==> src/rtl/core/rlsp_pkg.sv <==
// Package for the rate-limited steering plant step core.
// Holds widths, the sequencer operation codes, the multiply unit control struct
// and a small saturation helper. No dependencies.
`timescale 1ns / 1ps

package rlsp_pkg;

    localparam int unsigned W_VAL  = 24;  // Q4.20 angle / rate
    localparam int unsigned W_LIM  = 23;  // unsigned Q3.20 limit
    localparam int unsigned W_DT   = 20;  // unsigned Q0.20 step time
    localparam int unsigned W_MX   = 26;  // multiplicand operand (signed)
    localparam int unsigned W_MY   = 24;  // multiplier operand (signed, serial)
    localparam int unsigned W_ACC  = 52;  // accumulator
    localparam int unsigned W_EX   = 32;  // rounded result of an accumulation
    localparam int unsigned W_SUM  = 33;  // angle plus increment
    localparam int unsigned W_DEN  = 32;  // divider denominator
    localparam int unsigned W_FRAC = 20;  // fraction of the step, Q0.20
    localparam int unsigned W_CIDX = 3;   // config register index
    localparam int unsigned W_CDAT = 48;  // config write data

    // Config register indexes
    localparam logic [W_CIDX-1:0] CFG_A00    = 3'd0;
    localparam logic [W_CIDX-1:0] CFG_A01    = 3'd1;
    localparam logic [W_CIDX-1:0] CFG_A10    = 3'd2;
    localparam logic [W_CIDX-1:0] CFG_A11    = 3'd3;
    localparam logic [W_CIDX-1:0] CFG_GAINS  = 3'd4;
    localparam logic [W_CIDX-1:0] CFG_LIMIT  = 3'd5;
    localparam logic [W_CIDX-1:0] CFG_DT     = 3'd6;
    localparam logic [W_CIDX-1:0] CFG_BOUNDS = 3'd7;

    // Multiply-accumulate steps of one item
    typedef enum logic [3:0] {
        OP_A_ANG  = 4'd0,  // A00 * angle (clear)
        OP_A_RATE = 4'd1,  // A01 * rate
        OP_A_REQ  = 4'd2,  // B0 * request
        OP_R_ANG  = 4'd3,  // A10 * angle (clear)
        OP_R_RATE = 4'd4,  // A11 * rate
        OP_R_REQ  = 4'd5,  // B1 * request
        OP_PIN    = 4'd6,  // limited rate * dt (clear)
        OP_TACC   = 4'd7,  // fraction * dt (clear)
        OP_TRAP   = 4'd8,  // (|old| + L) * t_acc (clear)
        OP_RECT   = 4'd9   // 2L * t_const
    } t_op;

    typedef struct packed {
        logic go;     // latch operands and start
        logic clear;  // zero the accumulator first
    } t_mac_ctrl;

    function automatic logic signed [W_VAL-1:0] sat24(input logic signed [W_SUM-1:0] v);
        logic signed [W_SUM-1:0] hi;
        logic signed [W_SUM-1:0] lo;
        hi = W_SUM'(signed'({1'b0, {(W_VAL-1){1'b1}}}));
        lo = -hi - W_SUM'(1);
        if (v > hi) begin
            sat24 = W_VAL'(hi);
        end else if (v < lo) begin
            sat24 = W_VAL'(lo);
        end else begin
            sat24 = v[W_VAL-1:0];
        end
    endfunction

endpackage

==> src/rtl/core/rlsp_if.sv <==
// Handshake channels of the steering plant step core: input, result, config.
// Depends on rlsp_pkg for field widths.
`timescale 1ns / 1ps

interface rlsp_in_if;
    logic                                   valid;
    logic                                   ready;
    logic signed [rlsp_pkg::W_VAL-1:0]      angle_request;
    modport source (output valid, output angle_request, input ready);
    modport sink   (input valid, input angle_request, output ready);
endinterface

interface rlsp_out_if;
    logic                                   valid;
    logic                                   ready;
    logic signed [rlsp_pkg::W_VAL-1:0]      angle_out;
    logic signed [rlsp_pkg::W_VAL-1:0]      rate_out;
    logic                                   rate_limited;
    modport source (output valid, output angle_out, output rate_out,
                    output rate_limited, input ready);
    modport sink   (input valid, input angle_out, input rate_out,
                    input rate_limited, output ready);
endinterface

interface rlsp_cfg_if;
    logic                                   valid;
    logic                                   ready;
    logic [rlsp_pkg::W_CIDX-1:0]            index;
    logic [rlsp_pkg::W_CDAT-1:0]            data;
    modport source (output valid, output index, output data, input ready);
    modport sink   (input valid, input index, input data, output ready);
endinterface

==> src/rtl/core/rlsp_mac.sv <==
// Bit-serial signed multiply-accumulate: one multiplier bit per cycle.
// Depends on rlsp_pkg.
`timescale 1ns / 1ps

module rlsp_mac (
    input  logic                                  i_clk,
    input  logic                                  i_rst_n,
    input  rlsp_pkg::t_mac_ctrl                   i_ctrl,
    input  logic signed [rlsp_pkg::W_MX-1:0]      i_x,
    input  logic signed [rlsp_pkg::W_MY-1:0]      i_y,
    output logic signed [rlsp_pkg::W_ACC-1:0]     o_acc,
    output logic                                  o_busy,
    output logic                                  o_done
);
    import rlsp_pkg::*;

    localparam int unsigned W_CNT = $clog2(W_MY);

    logic signed [W_ACC-1:0] r_acc;
    logic signed [W_ACC-1:0] r_x;
    logic        [W_MY-1:0]  r_y;
    logic        [W_CNT-1:0] r_cnt;
    logic                    r_busy;
    logic                    r_done;
    logic                    last;

    assign last = (r_cnt == W_CNT'(W_MY - 1));

    // Control: step through the multiplier bits after a start, then pulse done
    always_ff @(posedge i_clk) begin
        if (!i_rst_n) begin
            r_busy <= 1'b0;
            r_done <= 1'b0;
            r_cnt  <= '0;
        end else begin
            r_done <= 1'b0;
            if (i_ctrl.go) begin
                r_busy <= 1'b1;
                r_cnt  <= '0;
            end else if (r_busy) begin
                r_cnt <= r_cnt + W_CNT'(1);
                if (last) begin
                    r_busy <= 1'b0;
                    r_done <= 1'b1;
                end
            end
        end
    end

    // Datapath: shift multiplicand left, multiplier right; sign bit subtracts
    always_ff @(posedge i_clk) begin
        if (i_ctrl.go) begin
            if (i_ctrl.clear) begin
                r_acc <= '0;
            end
            r_x <= W_ACC'(i_x);
            r_y <= i_y;
        end else if (r_busy) begin
            if (r_y[0]) begin
                r_acc <= last ? (r_acc - r_x) : (r_acc + r_x);
            end
            r_x <= r_x <<< 1;
            r_y <= r_y >> 1;
        end
    end

    assign o_acc  = r_acc;
    assign o_busy = r_busy;
    assign o_done = r_done;

endmodule

==> src/rtl/core/rlsp_div.sv <==
// Restoring divider for the fraction of the step: floor(num * 2^20 / den),
// one quotient bit per cycle, num < den. Depends on rlsp_pkg.
`timescale 1ns / 1ps

module rlsp_div (
    input  logic                              i_clk,
    input  logic                              i_rst_n,
    input  logic                              i_go,
    input  logic [rlsp_pkg::W_LIM-1:0]        i_num,
    input  logic [rlsp_pkg::W_DEN-1:0]        i_den,
    output logic [rlsp_pkg::W_FRAC-1:0]       o_quot,
    output logic                              o_done
);
    import rlsp_pkg::*;

    localparam int unsigned W_CNT = $clog2(W_FRAC);

    logic [W_DEN:0]      r_rem;
    logic [W_DEN-1:0]    r_den;
    logic [W_FRAC-1:0]   r_q;
    logic [W_CNT-1:0]    r_cnt;
    logic                r_busy;
    logic                r_done;
    logic [W_DEN+1:0]    rem2;
    logic [W_DEN+1:0]    diff;
    logic                fits;

    assign rem2 = {r_rem, 1'b0};
    assign diff = rem2 - (W_DEN+2)'(r_den);
    assign fits = !diff[W_DEN+1];

    always_ff @(posedge i_clk) begin
        if (!i_rst_n) begin
            r_busy <= 1'b0;
            r_done <= 1'b0;
            r_cnt  <= '0;
        end else begin
            r_done <= 1'b0;
            if (i_go) begin
                r_busy <= 1'b1;
                r_cnt  <= '0;
            end else if (r_busy) begin
                r_cnt <= r_cnt + W_CNT'(1);
                if (r_cnt == W_CNT'(W_FRAC - 1)) begin
                    r_busy <= 1'b0;
                    r_done <= 1'b1;
                end
            end
        end
    end

    // One shift-and-subtract step per cycle
    always_ff @(posedge i_clk) begin
        if (i_go) begin
            r_rem <= (W_DEN+1)'(i_num);
            r_den <= i_den;
            r_q   <= '0;
        end else if (r_busy) begin
            r_rem <= fits ? diff[W_DEN:0] : rem2[W_DEN:0];
            r_q   <= {r_q[W_FRAC-2:0], fits};
        end
    end

    assign o_quot = r_q;
    assign o_done = r_done;

endmodule

==> src/rtl/core/rate_limited_steering_plant_step_core.sv <==
// Top level of the rate-limited steering plant step core.
// Depends on rlsp_pkg, rlsp_if, rlsp_mac and rlsp_div.
`timescale 1ns / 1ps
//
// Usage:
//   i_in  : one transaction per step, carrying the requested steering angle.
//   o_out : one transaction per step: new angle, new rate, rate-limited flag.
//   i_cfg : register writes (index, data), always ready; write only while idle.
// One bit-serial multiply-accumulate unit does every product (start, a step per
// multiplier bit, done); a bit-serial divider finds the fraction of the step
// (start, a step per quotient bit, done).
// The work for an item takes one of three paths: new rate within the limit,
// old rate already at the limit, or limit reached inside the step.
// One item is in work at a time; the next input is taken the cycle after the
// result sits in the output register, even while it waits to be taken.
// A stalled receiver holds the result; the core then waits before storing the
// next one. Reset restores the register defaults and zeroes angle and rate.
module rate_limited_steering_plant_step_core (
    input  logic        i_clk,
    input  logic        i_rst_n,
    rlsp_in_if.sink     i_in,
    rlsp_out_if.source  o_out,
    rlsp_cfg_if.sink    i_cfg
);
    import rlsp_pkg::*;

    typedef enum logic [4:0] {
        S_IDLE = 5'b00001,
        S_MAC  = 5'b00010,
        S_DEC  = 5'b00100,
        S_DIV  = 5'b01000,
        S_FIN  = 5'b10000
    } t_state;

    // Configuration registers
    logic signed [W_VAL-1:0] r_a00, r_a01, r_a10, r_a11;
    logic        [W_CDAT-1:0] r_gains;
    logic        [W_LIM-1:0]  r_lim;
    logic        [W_DT-1:0]   r_dt;
    logic        [W_CDAT-1:0] r_bounds;

    // Model state and per-item working registers
    t_state                  r_state;
    t_op                     r_op;
    logic                    r_go;
    logic                    r_clear;
    logic                    r_dgo;
    logic signed [W_VAL-1:0] r_ang;
    logic signed [W_VAL-1:0] r_rate;
    logic signed [W_VAL-1:0] r_req;
    logic signed [W_EX-1:0]  r_ex_a;
    logic signed [W_EX-1:0]  r_ex_r;
    logic signed [W_SUM-1:0] r_sum;
    logic signed [W_VAL-1:0] r_new_r;
    logic                    r_neg;
    logic                    r_limited;
    logic        [W_FRAC-1:0] r_frac;
    logic        [W_DT-1:0]  r_tacc;
    logic                    r_out_valid;
    logic signed [W_VAL-1:0] r_out_ang;
    logic signed [W_VAL-1:0] r_out_rate;
    logic                    r_out_lim;

    // Unit signals
    t_mac_ctrl               mac_ctrl;
    logic signed [W_MX-1:0]  mac_x;
    logic signed [W_MY-1:0]  mac_y;
    logic signed [W_ACC-1:0] mac_acc;
    logic                    mac_busy;
    logic                    mac_done;
    logic        [W_FRAC-1:0] div_q;
    logic                    div_done;

    logic signed [W_ACC-1:0] acc_h20, acc_h21;
    logic signed [W_EX-1:0]  rnd20, rnd21;
    logic        [W_EX-1:0]  abs_r;
    logic        [W_VAL-1:0] mag0;
    logic        [W_DT-1:0]  tconst;
    logic signed [W_VAL-1:0] b0, b1, lo, hi;
    logic signed [W_VAL-1:0] sat_a, fin_a;
    logic                    in_fire, out_free;

    assign b0 = r_gains[W_VAL-1:0];
    assign b1 = r_gains[2*W_VAL-1:W_VAL];
    assign lo = r_bounds[W_VAL-1:0];
    assign hi = r_bounds[2*W_VAL-1:W_VAL];

    // Round half up: add half and take the upper bits (floor)
    assign acc_h20 = mac_acc + W_ACC'(1 << 19);
    assign acc_h21 = mac_acc + W_ACC'(1 << 20);
    assign rnd20   = acc_h20[W_EX+19:20];
    assign rnd21   = W_EX'(acc_h21[W_ACC-1:21]);

    assign abs_r  = r_ex_r[W_EX-1] ? W_EX'(-r_ex_r) : W_EX'(r_ex_r);
    assign mag0   = r_rate[W_VAL-1] ? W_VAL'(-r_rate) : W_VAL'(r_rate);
    assign tconst = r_dt - r_tacc;

    // Operand selection for each multiply-accumulate step
    always_comb begin
        mac_x = '0;
        mac_y = '0;
        case (r_op)
            OP_A_ANG:  begin mac_x = W_MX'(r_a00); mac_y = r_ang;  end
            OP_A_RATE: begin mac_x = W_MX'(r_a01); mac_y = r_rate; end
            OP_A_REQ:  begin mac_x = W_MX'(b0);    mac_y = r_req;  end
            OP_R_ANG:  begin mac_x = W_MX'(r_a10); mac_y = r_ang;  end
            OP_R_RATE: begin mac_x = W_MX'(r_a11); mac_y = r_rate; end
            OP_R_REQ:  begin mac_x = W_MX'(b1);    mac_y = r_req;  end
            OP_PIN: begin
                mac_x = W_MX'(r_new_r);
                mac_y = W_MY'(r_dt);
            end
            OP_TACC: begin
                mac_x = W_MX'(r_frac);
                mac_y = W_MY'(r_dt);
            end
            OP_TRAP: begin
                mac_x = W_MX'({1'b0, (W_VAL+1)'(mag0) + (W_VAL+1)'(r_lim)});
                mac_y = W_MY'(r_tacc);
            end
            OP_RECT: begin
                mac_x = W_MX'({r_lim, 1'b0});
                mac_y = W_MY'(tconst);
            end
            default: begin mac_x = '0; mac_y = '0; end
        endcase
    end

    assign mac_ctrl.go    = r_go;
    assign mac_ctrl.clear = r_clear;

    rlsp_mac u_mac (
        .i_clk   (i_clk),
        .i_rst_n (i_rst_n),
        .i_ctrl  (mac_ctrl),
        .i_x     (mac_x),
        .i_y     (mac_y),
        .o_acc   (mac_acc),
        .o_busy  (mac_busy),
        .o_done  (mac_done)
    );

    rlsp_div u_div (
        .i_clk   (i_clk),
        .i_rst_n (i_rst_n),
        .i_go    (r_dgo),
        .i_num   (r_lim - W_LIM'(mag0)),
        .i_den   (abs_r - W_DEN'(mag0)),
        .o_quot  (div_q),
        .o_done  (div_done)
    );

    // Handshakes
    assign i_in.ready  = (r_state == S_IDLE);
    assign in_fire     = i_in.valid && i_in.ready;
    assign out_free    = !r_out_valid || o_out.ready;
    assign i_cfg.ready = 1'b1;

    // Config writes
    always_ff @(posedge i_clk) begin
        if (!i_rst_n) begin
            r_a00    <= 24'sh100000;
            r_a01    <= '0;
            r_a10    <= '0;
            r_a11    <= 24'sh100000;
            r_gains  <= '0;
            r_lim    <= 23'h200000;
            r_dt     <= 20'd10486;
            r_bounds <= 48'd7036884064666;
        end else if (i_cfg.valid) begin
            case (i_cfg.index)
                CFG_A00:    r_a00    <= i_cfg.data[W_VAL-1:0];
                CFG_A01:    r_a01    <= i_cfg.data[W_VAL-1:0];
                CFG_A10:    r_a10    <= i_cfg.data[W_VAL-1:0];
                CFG_A11:    r_a11    <= i_cfg.data[W_VAL-1:0];
                CFG_GAINS:  r_gains  <= i_cfg.data;
                CFG_LIMIT:  r_lim    <= i_cfg.data[W_LIM-1:0];
                CFG_DT:     r_dt     <= i_cfg.data[W_DT-1:0];
                CFG_BOUNDS: r_bounds <= i_cfg.data;
                default:    ;
            endcase
        end
    end

    // Final saturation and bounds clamp (min test first)
    assign sat_a = sat24(r_sum);
    always_comb begin
        if (sat_a < lo) begin
            fin_a = lo;
        end else if (sat_a > hi) begin
            fin_a = hi;
        end else begin
            fin_a = sat_a;
        end
    end

    // Sequencer
    always_ff @(posedge i_clk) begin
        if (!i_rst_n) begin
            r_state     <= S_IDLE;
            r_op        <= OP_A_ANG;
            r_go        <= 1'b0;
            r_clear     <= 1'b0;
            r_dgo       <= 1'b0;
            r_ang       <= '0;
            r_rate      <= '0;
            r_out_valid <= 1'b0;
        end else begin
            r_go  <= 1'b0;
            r_dgo <= 1'b0;
            if (o_out.ready) begin
                r_out_valid <= 1'b0;
            end
            case (r_state)
                S_IDLE: begin
                    if (in_fire) begin
                        r_req   <= i_in.angle_request;
                        r_op    <= OP_A_ANG;
                        r_go    <= 1'b1;
                        r_clear <= 1'b1;
                        r_state <= S_MAC;
                    end
                end
                S_MAC: begin
                    if (mac_done) begin
                        r_go    <= 1'b1;
                        r_clear <= 1'b0;
                        case (r_op)
                            OP_A_ANG:  r_op <= OP_A_RATE;
                            OP_A_RATE: r_op <= OP_A_REQ;
                            OP_A_REQ: begin
                                r_ex_a  <= rnd20;
                                r_op    <= OP_R_ANG;
                                r_clear <= 1'b1;
                            end
                            OP_R_ANG:  r_op <= OP_R_RATE;
                            OP_R_RATE: r_op <= OP_R_REQ;
                            OP_R_REQ: begin
                                r_ex_r  <= rnd20;
                                r_go    <= 1'b0;
                                r_state <= S_DEC;
                            end
                            OP_PIN: begin
                                r_sum   <= W_SUM'(r_ang) + W_SUM'(rnd20);
                                r_go    <= 1'b0;
                                r_state <= S_FIN;
                            end
                            OP_TACC: begin
                                r_tacc  <= rnd20[W_DT-1:0];
                                r_op    <= OP_TRAP;
                                r_clear <= 1'b1;
                            end
                            OP_TRAP:   r_op <= OP_RECT;
                            OP_RECT: begin
                                r_sum   <= r_neg ? (W_SUM'(r_ang) - W_SUM'(rnd21))
                                                 : (W_SUM'(r_ang) + W_SUM'(rnd21));
                                r_go    <= 1'b0;
                                r_state <= S_FIN;
                            end
                            default: begin
                                r_go    <= 1'b0;
                                r_state <= S_IDLE;
                            end
                        endcase
                    end
                end
                S_DEC: begin
                    // Pick linear, pinned or hit-in-step
                    if (abs_r <= W_EX'(r_lim)) begin
                        r_sum     <= W_SUM'(r_ex_a);
                        r_new_r   <= sat24(W_SUM'(r_ex_r));
                        r_limited <= 1'b0;
                        r_state   <= S_FIN;
                    end else begin
                        r_limited <= 1'b1;
                        r_neg     <= r_ex_r[W_EX-1];
                        r_new_r   <= r_ex_r[W_EX-1] ? -W_VAL'(r_lim) : W_VAL'(r_lim);
                        if (mag0 >= W_VAL'(r_lim)) begin
                            r_op    <= OP_PIN;
                            r_go    <= 1'b1;
                            r_clear <= 1'b1;
                            r_state <= S_MAC;
                        end else begin
                            r_dgo   <= 1'b1;
                            r_state <= S_DIV;
                        end
                    end
                end
                S_DIV: begin
                    if (div_done) begin
                        r_frac  <= div_q;
                        r_op    <= OP_TACC;
                        r_go    <= 1'b1;
                        r_clear <= 1'b1;
                        r_state <= S_MAC;
                    end
                end
                S_FIN: begin
                    if (out_free) begin
                        r_out_valid <= 1'b1;
                        r_out_ang   <= fin_a;
                        r_out_rate  <= r_new_r;
                        r_out_lim   <= r_limited;
                        r_ang       <= fin_a;
                        r_rate      <= r_new_r;
                        r_state     <= S_IDLE;
                    end
                end
                default: r_state <= S_IDLE;
            endcase
        end
    end

    assign o_out.valid        = r_out_valid;
    assign o_out.angle_out    = r_out_ang;
    assign o_out.rate_out     = r_out_rate;
    assign o_out.rate_limited = r_out_lim;

    // The multiplier and divider never start together
    a_single_unit: assert property (@(posedge i_clk) disable iff (!i_rst_n)
        !(r_go && r_dgo))
        else $error("multiplier and divider started in the same cycle");

    // No new input while the multiplier is running
    a_idle_in: assert property (@(posedge i_clk) disable iff (!i_rst_n)
        i_in.ready |-> !mac_busy)
        else $error("input ready while multiplier busy");

    // A limited result carries exactly the limit magnitude
    a_lim_rate: assert property (@(posedge i_clk) disable iff (!i_rst_n)
        (r_out_valid && r_out_lim) |->
            (r_out_rate == W_VAL'(r_lim) || r_out_rate == -W_VAL'(r_lim)))
        else $error("limited rate differs from the limit");

    // A result is stored only when the output register is free
    a_no_overwrite: assert property (@(posedge i_clk) disable iff (!i_rst_n)
        (r_state == S_FIN && r_out_valid && !o_out.ready) |=> (r_state == S_FIN))
        else $error("result stored over a pending one");

endmodule
==> src/flat_wrapper.sv <==
// flat-port wrapper written by rule: the top's interface ports become plain ports
module rate_limited_steering_plant_step_core_flat import rlsp_pkg::*;
  (i_clk, i_rst_n, i_in_valid, i_in_angle_request, i_in_ready, o_out_valid, o_out_angle_out, o_out_rate_out, o_out_rate_limited, o_out_ready, i_cfg_valid, i_cfg_index, i_cfg_data, i_cfg_ready);
  rlsp_in_if i_in_i ();
  rlsp_out_if o_out_i ();
  rlsp_cfg_if i_cfg_i ();
  input  logic i_clk;
  input  logic i_rst_n;
  input wire logic [$bits(i_in_i.valid)-1:0] i_in_valid;
  input wire logic [$bits(i_in_i.angle_request)-1:0] i_in_angle_request;
  output wire logic [$bits(i_in_i.ready)-1:0] i_in_ready;
  output wire logic [$bits(o_out_i.valid)-1:0] o_out_valid;
  output wire logic [$bits(o_out_i.angle_out)-1:0] o_out_angle_out;
  output wire logic [$bits(o_out_i.rate_out)-1:0] o_out_rate_out;
  output wire logic [$bits(o_out_i.rate_limited)-1:0] o_out_rate_limited;
  input wire logic [$bits(o_out_i.ready)-1:0] o_out_ready;
  input wire logic [$bits(i_cfg_i.valid)-1:0] i_cfg_valid;
  input wire logic [$bits(i_cfg_i.index)-1:0] i_cfg_index;
  input wire logic [$bits(i_cfg_i.data)-1:0] i_cfg_data;
  output wire logic [$bits(i_cfg_i.ready)-1:0] i_cfg_ready;
  assign i_in_i.valid = i_in_valid;
  assign i_in_i.angle_request = i_in_angle_request;
  assign i_in_ready = i_in_i.ready;
  assign o_out_valid = o_out_i.valid;
  assign o_out_angle_out = o_out_i.angle_out;
  assign o_out_rate_out = o_out_i.rate_out;
  assign o_out_rate_limited = o_out_i.rate_limited;
  assign o_out_i.ready = o_out_ready;
  assign i_cfg_i.valid = i_cfg_valid;
  assign i_cfg_i.index = i_cfg_index;
  assign i_cfg_i.data = i_cfg_data;
  assign i_cfg_ready = i_cfg_i.ready;
  rate_limited_steering_plant_step_core u_core (.i_clk(i_clk), .i_rst_n(i_rst_n), .i_in(i_in_i), .o_out(o_out_i), .i_cfg(i_cfg_i));
endmodule
==> config.mk <==
export PLATFORM = sky130hd
export DESIGN_NAME = rate_limited_steering_plant_step_core_flat
export DESIGN_NICKNAME = d
export VERILOG_FILES = /design/src/rtl/core/rlsp_pkg.sv /design/src/rtl/core/rlsp_if.sv /design/src/rtl/core/rlsp_mac.sv /design/src/rtl/core/rlsp_div.sv /design/src/rtl/core/rate_limited_steering_plant_step_core.sv /design/src/flat_wrapper.sv
export SDC_FILE = /design/constraint.sdc
export NUM_CORES = 2
export LEC_CHECK = 0
export ABC_CLOCK_PERIOD_IN_PS = 7500
export BUFFER_PORTS_ARGS = -buffer_cell sky130_fd_sc_hd__buf_2
export CORE_ASPECT_RATIO = 0.7
export CORE_UTILIZATION = 45
export CTS_BUF_LIST = sky130_fd_sc_hd__clkbuf_16
export DETAILED_ROUTE_END_ITERATION = 7
export HOLD_SLACK_MARGIN = 0.06
export PLACE_DENSITY_LB_ADDON = 0.3
export SYNTH_ARGS = -nofsm -noshare
export SYNTH_HDL_FRONTEND = slang
export SYNTH_SLANG_ARGS = --single-unit
export TNS_END_PERCENT = 10
==> constraint.sdc <==
create_clock -name i_clk -period 7.5 [get_ports i_clk]
set_input_delay 0.375 -clock i_clk [delete_from_list [all_inputs] [get_ports i_clk]]
set_output_delay 0.375 -clock i_clk [all_outputs]
set_load 0.1 [all_outputs]
==> run metrics <==
worst min-delay path class=in -> reg; setup violators final=0; RSZ-0062 raised after global routing=false; CP max stage delay=0.61 ns; Relative slew margins=2.61%; outcome=finished clean; largest net degree at the start of global routing=113; Inserted Clock Buffers=80; global-route usage over all layers=31.1%; CP max stage cell=or4b_2; drt via density=6.16; ys async rst share=0%; Syn Std Cell Area=48700 um2; Post-Synthesis Cells=5558; first-pass GRT wire length=258 mm; port bufs=130; final hold vios=0; fin crit period=6.70 ns; unique cell type count in the Yosys netlist=98; Main synth FF type=edfxtp_1; Post-synth EDFFs=419; CP Launch Type=register; worst slew pin tran=1.46 ns; Ports=132; CP delay by family, top=simple AND/OR/NAND/NOR gates; Starting Density=45.6%; DIE AREA=110000 um2; starting DRC count in detailed routing=6518; Synth Net Count=5959; Buf/Inv on CP=0; nets=6005; clock sinks=759; clock latency on the worst-skew pair=0.72 ns; Final TNS setup=0 ns; kind of critical path=reg -> reg; Longest Clk Path Bufs=3; wire length per cell=24.8 um; Final Skew=0.0507 ns; Pwr Density=231 nW/um2; Final Cell Area=54200 um2; Clk pin slew, worst setup/hold paths=0.07 ns; final WL=176 mm; total power=12.5 mW; TritonCTS clock tree=yes; Avg Inst Size Synth=8.76 um2; Slew Limit Fails=0; vias=43800; Worst R2R Setup Slack=0.80 ns; achievable frequency=149 MHz; sequential area share after synthesis=39.8%; Die X-Extent=395 um; Req. time, crit path=8.06 ns; Antenna Nets Post-Route=0; crit path cell chain=ha_1, nand3_1, or3_1, or4_4, a211o_1, or3_1, or3_1, xnor2_1, o21ai_1, ha_1, and4_1, and3_1, a211o_1, a32oi_1, o211ai_1, a21o_1, a21oi_1, o21ai_0, or4b_2, nand3_1; cell repeated most along the worst path=or3_1; grt ovf=0; num rows=100; share of cells above drive strength 1=7.55%; Area Growth Syn to Fin=11.3%; DRC Markers=0; GP Congestion=1.00; Pleak=20.4 nW; H-Tree Depth=3; crit path DAT=7.26 ns; Ys Warns=0; antenna violations before repair=5; Final Cycle Share=89.4%; Clock Tree Root=clkbuf_16; CP max FO=11; maxcap violations=0; Placed Area=50600 um2; Synth Register Bits=759; Critical Path Sink Type=register; Core Area=107000 um2; vias in the first global route=39100; Pre-antenna DRT Iters=8; die height=277 um; DP Wirelength=131 mm; Worst VDD drop=0.000166 V
## routing by layer
metal	wire, um	part of all wire [%]	global-route usage, %	vias up
met3	25300	14	9.83	268
met5	11	0.0062	0	-
met1	79800	45	48.0	20900
met4	4510	2.6	7.54	2
li1	-	-	-	20100
met2	66700	38	40.7	2491
## synthesized netlist by cell type (42+ instances only)
library cell  number  area [um2]
o211ai_1          48         360
ha_1             314        3930
a211oi_1          48         360
and2_1            44         275
mux2i_1           93         931
nand2_1          835        3130
clkbuf_1         256         961
or3_1             42         263
inv_1            292        1100
o31ai_1           44         330
o21ai_0          271        1360
o21a_1            60         450
nand4_1           50         313
nor2b_1           43         269
a31oi_1           88         551
nand2b_1          48         300
dfxtp_1          340        6810
nand3_1          151         756
a21oi_1          530        2650
edfxtp_1         419       12600
a21o_1            91         683
and3_1            48         300
nor2_1           329        1230
xor2_1           126        1100
xnor2_1          274        2400
a222oi_1          48         480
nor3_1            92         460
## sequential cells by signal (all words and copies together) (netlist names), 23 cells and up
name                    flops
u_core.u_mac.o_acc         52
u_core.u_mac.r_x           52
u_core.r_bounds            48
u_core.r_gains             48
u_core.r_sum               33
u_core.u_div.r_rem         33
u_core.r_ex_a              32
u_core.r_ex_r              32
u_core.u_div.r_den         32
u_core.o_out.angle_out     24
u_core.o_out.rate_out      24
u_core.r_a00               24
u_core.r_a01               24
u_core.r_a10               24
u_core.r_a11               24
u_core.r_ang               24
u_core.r_new_r             24
u_core.r_rate              24
u_core.r_req               24
u_core.u_mac.r_y           24
u_core.r_lim               23
## power by group
| part | internal (mW) | switching, mW |
|---|---|---|
| combinational | 1.11 | 1.97 |
| clock | 2.43 | 1.95 |
| sequential | 4.82 | 0.269 |
## worst min-delay path, cell delays in order
cell and delay (ns):
buf_2 0.23, nand2_1 0.10, a21oi_1 0.06
## repair_timing
action,in CTS,in global routing
endpoints found under the hold margin,196,0
buffers inserted,0,0
gates resized for setup,0,0
hold buffers,68,0
## stage by stage
stage | setup WS (ns) | hold slack [ns] | utilization (%) | std cells
6_report | 0.797 | 0.0999 | 50.8 | 7099
3_5_place_dp | 0.890 | 0.423 | 47.4 | 6880
5_1_grt | 0.485 | 0.0833 | 50.8 | 7098
2_1_floorplan | 0.385 | 0.400 | - | 5558
3_3_place_gp | 1.00 | 0.423 | 47.4 | 6880
4_1_cts | 0.854 | 0.0605 | 50.7 | 7096
## cell type report
class	instances	area, um2
flip-flops and latches	759	19400
diodes	1	2.50
clock inverters	62	691
repair buffers	275	1910
clock buffers	86	2150
fillers	9853	52600
well taps	1428	1790
multi-input cells	4193	27100
inverters	295	1110
## cell families after synthesis
kind of cell             synth area share [%]
AO/OA/AOI/OAI                            20.0
XOR/XNOR                                 7.24
multiplexers                             2.14
adder cells (fa/ha/maj)                  8.36
buffers and inverters                    4.81
flip-flops                               39.8
other                                 0.00770
AND/OR/NAND/NOR                          17.6
## placed cells by master, fill, tap and decap left out, types with 150 or more instances in the layout
master / instances
nand2_1: 833
a21oi_1: 530
edfxtp_1: 419
dfxtp_1: 336
nor2_1: 320
ha_1: 314
inv_1: 297
xnor2_1: 274
o21ai_0: 270
nand3_1: 150
## worst paths after layout
check                                        from                       endpoint  cells past startpoint
max          u_core.u_mac.o_acc[19]$_SDFFCE_PP0P_     u_core.r_sum[26]$_DFFE_PP_                     20
min                                i_cfg_data[13]  u_core.r_a10[13]$_SDFFE_PN0P_                      3
max reg2reg  u_core.u_mac.o_acc[19]$_SDFFCE_PP0P_     u_core.r_sum[26]$_DFFE_PP_                     20
min reg2reg  u_core.u_div.o_quot[19]$_SDFFE_PP0P_    u_core.r_frac[19]$_DFFE_PP_                      0
Power figures use the tool's default switching activity.
